===== src/rtl/blockable_road_shortest_path_top_defines.svh =====
// Assertion macros for the blockable road shortest path block.
// Included by the top level; expands to nothing when SYNTHESIS is defined.
`ifndef BLOCKABLE_ROAD_SHORTEST_PATH_TOP_DEFINES_SVH
`define BLOCKABLE_ROAD_SHORTEST_PATH_TOP_DEFINES_SVH
`ifndef SYNTHESIS
`define BRSP_ASSERT_IMP(label, clk, rstn, ante, cons) \
    label: assert property (@(posedge clk) disable iff (!rstn) (ante) |-> (cons)) \
    else $error("brsp assertion failed");
`define BRSP_ASSERT_NXT(label, clk, rstn, ante, cons) \
    label: assert property (@(posedge clk) disable iff (!rstn) (ante) |=> (cons)) \
    else $error("brsp assertion failed");
`else
`define BRSP_ASSERT_IMP(label, clk, rstn, ante, cons)
`define BRSP_ASSERT_NXT(label, clk, rstn, ante, cons)
`endif
`endif


===== src/rtl/brsp_pkg.sv =====
// Shared types and constants of the blockable road shortest path block.
// No dependencies.
package brsp_pkg;

    localparam int ROUTE_MAX = 16;

    typedef enum logic [1:0] {
        OP_ADD     = 2'd0,
        OP_BLOCK   = 2'd1,
        OP_UNBLOCK = 2'd2,
        OP_QUERY   = 2'd3
    } op_t;

    typedef enum logic [1:0] {
        STS_OK        = 2'd0,
        STS_NO_ROUTE  = 2'd1,
        STS_NO_ROAD   = 2'd2,
        STS_BAD_INDEX = 2'd3
    } status_t;

    typedef enum logic [3:0] {
        ST_CLEAR,
        ST_IDLE,
        ST_CHECK,
        ST_ROAD_WAIT,
        ST_ROAD_WR2,
        ST_RESP,
        ST_INIT,
        ST_SCAN,
        ST_SETTLE,
        ST_RELAX,
        ST_WALK_RD,
        ST_WALK_EV,
        ST_EMIT_RD,
        ST_EMIT_OUT
    } state_t;

    typedef struct packed {
        logic    in_ready;
        logic    take_in;
        logic    clr_step;
        logic    road_wr_ab;
        logic    road_wr_ba;
        logic    cnt_clr;
        logic    best_clr;
        logic    init_step;
        logic    scan_step;
        logic    settle_wr;
        logic    relax_step;
        logic    walk_start;
        logic    walk_rd;
        logic    walk_push;
        logic    emit_load;
        logic    resp_load;
        status_t resp_code;
    } cmd_t;

    typedef struct packed {
        logic clr_done;
        logic bad_index;
        logic is_query;
        logic is_add;
        logic road_present;
        logic cnt_done;
        logic pipe_busy;
        logic found;
        logic rd_reached;
        logic len_zero;
        logic walk_end;
        logic pos_zero;
        logic out_free;
    } sts_t;

endpackage


===== src/rtl/brsp_ctrl.sv =====
// Controller state machine of the shortest path block.
// Depends on brsp_pkg; drives brsp_datapath through cmd_t.
module brsp_ctrl import brsp_pkg::*; (
    input  logic aclk,
    input  logic aresetn,
    input  logic in_valid,
    input  sts_t sts,
    output cmd_t cmd
);
    state_t  state_reg, state_next;
    status_t code_reg, code_next;

    always_ff @(posedge aclk) begin
        if (!aresetn) begin
            state_reg <= ST_CLEAR;
            code_reg  <= STS_OK;
        end else begin
            state_reg <= state_next;
            code_reg  <= code_next;
        end
    end

    always_comb begin
        state_next = state_reg;
        code_next  = code_reg;
        case (state_reg)
            ST_CLEAR: begin
                if (sts.clr_done) state_next = ST_IDLE;
            end
            ST_IDLE: begin
                if (in_valid) state_next = ST_CHECK;
            end
            ST_CHECK: begin
                if (sts.bad_index) begin
                    state_next = ST_RESP;
                    code_next  = STS_BAD_INDEX;
                end else if (sts.is_query) begin
                    state_next = ST_INIT;
                end else begin
                    state_next = ST_ROAD_WAIT;
                end
            end
            ST_ROAD_WAIT: begin
                if (!sts.is_add && !sts.road_present) begin
                    state_next = ST_RESP;
                    code_next  = STS_NO_ROAD;
                end else begin
                    state_next = ST_ROAD_WR2;
                end
            end
            ST_ROAD_WR2: begin
                state_next = ST_RESP;
                code_next  = STS_OK;
            end
            ST_RESP: begin
                if (sts.out_free) state_next = ST_IDLE;
            end
            ST_INIT: begin
                if (sts.cnt_done) state_next = ST_SCAN;
            end
            ST_SCAN: begin
                if (sts.cnt_done && !sts.pipe_busy) begin
                    state_next = sts.found ? ST_SETTLE : ST_WALK_RD;
                end
            end
            ST_SETTLE: state_next = ST_RELAX;
            ST_RELAX: begin
                if (sts.cnt_done && !sts.pipe_busy) state_next = ST_SCAN;
            end
            ST_WALK_RD: state_next = ST_WALK_EV;
            ST_WALK_EV: begin
                if (sts.len_zero && !sts.rd_reached) begin
                    state_next = ST_RESP;
                    code_next  = STS_NO_ROUTE;
                end else begin
                    state_next = sts.walk_end ? ST_EMIT_RD : ST_WALK_RD;
                end
            end
            ST_EMIT_RD: state_next = ST_EMIT_OUT;
            ST_EMIT_OUT: begin
                if (sts.out_free) state_next = sts.pos_zero ? ST_IDLE : ST_EMIT_RD;
            end
            default: state_next = ST_CLEAR;
        endcase
    end

    always_comb begin
        cmd = '0;
        cmd.resp_code = code_reg;
        case (state_reg)
            ST_CLEAR: cmd.clr_step = 1'b1;
            ST_IDLE: begin
                cmd.in_ready = 1'b1;
                cmd.take_in  = in_valid;
            end
            ST_CHECK: begin
                cmd.cnt_clr = 1'b1;
            end
            ST_ROAD_WAIT: begin
                cmd.road_wr_ab = sts.is_add || sts.road_present;
            end
            ST_ROAD_WR2: cmd.road_wr_ba = 1'b1;
            ST_RESP: cmd.resp_load = sts.out_free;
            ST_INIT: begin
                cmd.init_step = 1'b1;
                cmd.cnt_clr   = sts.cnt_done;
                cmd.best_clr  = sts.cnt_done;
            end
            ST_SCAN: begin
                cmd.scan_step  = 1'b1;
                cmd.walk_start = sts.cnt_done && !sts.pipe_busy && !sts.found;
            end
            ST_SETTLE: begin
                cmd.settle_wr = 1'b1;
                cmd.cnt_clr   = 1'b1;
            end
            ST_RELAX: begin
                cmd.relax_step = 1'b1;
                cmd.cnt_clr    = sts.cnt_done && !sts.pipe_busy;
                cmd.best_clr   = sts.cnt_done && !sts.pipe_busy;
            end
            ST_WALK_RD: cmd.walk_rd = 1'b1;
            ST_WALK_EV: cmd.walk_push = !(sts.len_zero && !sts.rd_reached);
            ST_EMIT_RD: cmd.emit_load = 1'b0;
            ST_EMIT_OUT: cmd.emit_load = sts.out_free;
            default: cmd.in_ready = 1'b0;
        endcase
    end
endmodule


===== config.mk =====
export PLATFORM = sky130hd
export DESIGN_NAME = brsp_ctrl
export DESIGN_NICKNAME = d
export VERILOG_FILES = /design/src/rtl/blockable_road_shortest_path_top_defines.svh /design/src/rtl/brsp_pkg.sv /design/src/rtl/brsp_ctrl.sv
export SDC_FILE = /design/constraint.sdc
export NUM_CORES = 1
export LEC_CHECK = 0
export ABC_AREA = 0
export BUFFER_PORTS_ARGS = -buffer_cell sky130_fd_sc_hd__buf_4
export CAP_MARGIN = 20
export CORE_ASPECT_RATIO = 1.1
export CORE_MARGIN = 2
export CORE_UTILIZATION = 49
export DETAILED_ROUTE_END_ITERATION = 7
export GPL_TIMING_DRIVEN = 0
export PLACE_DENSITY = 0.87
export SKIP_LAST_GASP = 1
export SYNTH_ARGS = -nofsm -noshare
export SYNTH_HDL_FRONTEND = slang
export SYNTH_SLANG_ARGS = --single-unit
export TNS_END_PERCENT = 50

===== constraint.sdc =====
create_clock -name aclk -period 2.1 [get_ports aclk]
set_input_delay 0.21 -clock aclk [delete_from_list [all_inputs] [get_ports aclk]]
set_output_delay 0.21 -clock aclk [all_outputs]
set_load 0.1 [all_outputs]

==> summary.md <==
The run gives 1890 ps as the endpoint required time on the critical path. For this run, the leading register cell type out of synthesis is sky130_fd_sc_hd__dfxtp_1. Of the available clock period, the critical path in the final layout requires 92.9%.

The category of the most critical setup path is flip-flop to primary output. The number of pins exceeding their max-slew limit in the final report is 0. Row generation in the floorplan step produced 14 rows. The run gives 151 as the number of nets in the finished design. Yosys mapped a number of flops with a built-in enable equal to 0. The category of the worst setup path launch point was a flip-flop. Slowest library cell on the worst path: sky130_fd_sc_hd__dfxtp_1.

The floorplan step defined a die boundary enclosing 1820 µm². The first global-routing pass estimated 3.66 mm of wire. The die extent in x is 40.9 µm. The critical path goes through buf_6, buf_8, buf_2, nor3b_1, o21a_1, buf_4.

The synthesized area per cell works out to 7.55 µm². The H-tree depth reported by CTS was 1. The clock-pin slew reported for the worst setup and hold paths after clock tree synthesis is 50 ps, and the time the worst path needs with I/O delays and setup is 1950 ps.

The count of hold buffers inserted by post-cts repair is 0, and the critical path arrival is 1740 ps. The tools report the maximum clock skew at final layout as 7.33 ps. After layout, the worst setup slack is 149 ps.

The detailed-placement wirelength estimate was 1.78 mm. For this run, design rule violations remaining after detail routing come to 0. In this run the tightest slew margin relative to its limit is 74.3%. Of all nets on the critical path, the largest fanout is 10. The detail route stage leaves a number of antenna-violating nets equal to 0. Buffers added to address setup during post-CTS repair amount to 0. The ratio of cells with drive above 1 in the final layout was 45.1%. The floorplan die height was 44.5 µm; the number of endpoints with negative hold slack in the final report was 0. For the initial antenna violation count, the log shows 0. At the placement stage, the worst setup path has a slack of 380 ps. The number of warnings issued by yosys is 0, and the top-level I/O count is 34.

Using the TritonRoute via totals, the vias-per-cell ratio works out to 6.19. The synthesized design devotes to its leading area cell type 16.4% of total area. The initial DRC count is 33, and the count of mapped cells out of synthesis is 97. In the synthesized netlist the async set-or-reset flop fraction comes to 0%. The final wirelength was 2.34 mm; the number of buffers inserted during clock tree synthesis was 3. The global placer's final weighted congestion came out at 0.900. Post-detailed-route wirelength per cell: 15.7 µm. The sum of buffers and inverters on the critical path came out at 4. Worst IR drop on VDD: 0.000634 V. By area the synthesized netlist is led by sky130_fd_sc_hd__dfxtp_1, sky130_fd_sc_hd__nand2_1, sky130_fd_sc_hd__nor2b_1. The category of the worst setup path capture point is a primary output. The number of clock sinks seen by CTS is 6, and the flop and latch count out of synthesis is 6.

Setup violations remaining at the end of the flow were counted as 0. The power per cell area is 700 nW/µm². Actual slew at the worst max-slew pin: 385 ps. Setup repair after global routing left no endpoint under its margin.

Entering global routing, the biggest net connects 11 pins. The first detailed-routing pass took 5 iterations. Synthesis produced a netlist with a net count of 113.

The logs give 513 MHz for the timing-limited maximum frequency and 240 ps for the clock latency at the later pin of the worst-skew pair. For the count of maximum capacitance violations, the log shows 0. For this design the static power due to leakage is 0.451 nW. The number of global-route vias before repair was 793; the post-synthesis to final-layout area growth was 45.6%.

Across all layers, the routed design uses 922 vias. On the critical path the largest part of the delay comes from buffers and inverters. Counting instances in the post-synthesis netlist gives the leading cell types as sky130_fd_sc_hd__nand2_1, sky130_fd_sc_hd__nor2_1, sky130_fd_sc_hd__dfxtp_1.

The clock passes through at most 2 buffers. The floorplan step defined a core boundary enclosing 1380 µm². During placement, the flow inserted port buffers numbering 33. The top cell type by total area after synthesis is sky130_fd_sc_hd__dfxtp_1. In this run the clock root is driven by a sky130_fd_sc_hd__clkbuf_4. The largest stage delay on the critical path works out to 320 ps. Post-CTS repair changed the size of 0 cells. TritonCTS built the clock tree.

Most frequently used cell type in the post-synthesis netlist: sky130_fd_sc_hd__nand2_1. The run finished with clean final reports. The run gives 42 as the number of library cell types mapped by synthesis. The number of flip-flops under the largest register name works out to 4.

The tightest min-delay check is of the input pin to flip-flop type. In the global route stage, overall resource usage came out at 29.1%. Summing every instance area after synthesis gives 732 µm². Across all hold checks on the routed design, the worst slack comes to 268 ps.

0 antenna diodes ended up in the layout. The logs give 16.4% for the share of the yosys chip area belonging to registers and 0 for the final global-route overflow total. Once the floorplan was initialized, standard cells occupied 52.9% of the core.
logic make-up (layout without fill, tap and decap cells):
| family | after synthesis | after routing | share of synthesized area, % |
|---|---|---|---|
| multiplexers | 2 | 2 | 2.74 |
| flip-flops | 6 | 6 | 16.4 |
| buffers and inverters | 11 | 47 | 10.8 |
| AO/OA/AOI/OAI | 28 | 28 | 30.8 |
| AND/OR/NAND/NOR | 50 | 50 | 39.3 |
routing by layer:
layer	track usage (%)	vias to the layer above	wire length [µm]
li1	-	437	-
met1	39.6	429	927
met2	47.5	54	1220
met3	5.03	2	165
met4	4.67	0	17
met5	0	-	0
worst paths after layout:
check	start	to	slack, ps	cells past startpoint
setup / recovery	state_reg[0]	cmd[11]	150	6
hold / removal	aresetn	code_reg[0]	270	2
setup reg to reg	state_reg[3]	state_reg[0]	580	6
hold reg to reg	code_reg[1]	code_reg[1]	550	2
area by class of cell:
type | instances | area [µm²]
fill | 105 | 318
clock buffer | 3 | 22.5
timing repair buffer | 33 | 248
buffer | 8 | 67.6
tap | 16 | 20.0
inverter | 3 | 11.3
multi-input combinational | 80 | 577
sequential | 6 | 120
worst reg2reg max path, stage by stage, from the launching register on:
cell	delay, ps
sky130_fd_sc_hd__dfxtp_1	330
sky130_fd_sc_hd__buf_4	170
sky130_fd_sc_hd__nor3b_1	370
sky130_fd_sc_hd__o211ai_2	160
sky130_fd_sc_hd__nand3_2	130
sky130_fd_sc_hd__nor2_2	60
sky130_fd_sc_hd__a32o_1	200
placed cells by master (no fill, tap or decap), types with 2 or more instances in the layout:
master	n
sky130_fd_sc_hd__nor3_4	2
sky130_fd_sc_hd__nor2_1	8
sky130_fd_sc_hd__o21ai_0	2
sky130_fd_sc_hd__nand2_1	9
sky130_fd_sc_hd__nor2_2	2
sky130_fd_sc_hd__nand3_1	4
sky130_fd_sc_hd__mux2i_1	2
sky130_fd_sc_hd__o22ai_1	2
sky130_fd_sc_hd__buf_6	2
sky130_fd_sc_hd__inv_1	3
sky130_fd_sc_hd__a32o_1	3
sky130_fd_sc_hd__dfxtp_1	6
sky130_fd_sc_hd__nand2b_1	3
sky130_fd_sc_hd__buf_2	3
sky130_fd_sc_hd__nor2b_1	5
sky130_fd_sc_hd__clkbuf_4	3
sky130_fd_sc_hd__nor3b_1	3
sky130_fd_sc_hd__a31oi_1	2
sky130_fd_sc_hd__o211ai_1	3
sky130_fd_sc_hd__and2b_2	2
sky130_fd_sc_hd__o21ai_1	4
sky130_fd_sc_hd__nor3_1	2
sky130_fd_sc_hd__nor3_2	2
sky130_fd_sc_hd__buf_4	35
power by group:
group          internal (W)  switching (W)  total (W)
sequential         0.000128     0.00000793   0.000136
combinational      0.000154       0.000355   0.000509
clock             0.0000643      0.0000366   0.000101
stage by stage:
step | cell area [µm²] | utilization, % | TNS, ps | power (W) | std cells
2_1_floorplan | 776 | - | -4080 | 0.000532 | 97
5_1_grt | 1070 | 77.0 | 0 | 0.000780 | 149
3_3_place_gp | 1040 | 75.4 | 0 | 0.000639 | 146
3_5_place_dp | 1040 | 75.4 | 0 | 0.000644 | 146
4_1_cts | 1070 | 77.0 | 0 | 0.000746 | 149
6_report | 1070 | 77.0 | 0 | 0.000746 | 149
(Power assumes the default switching activity.)
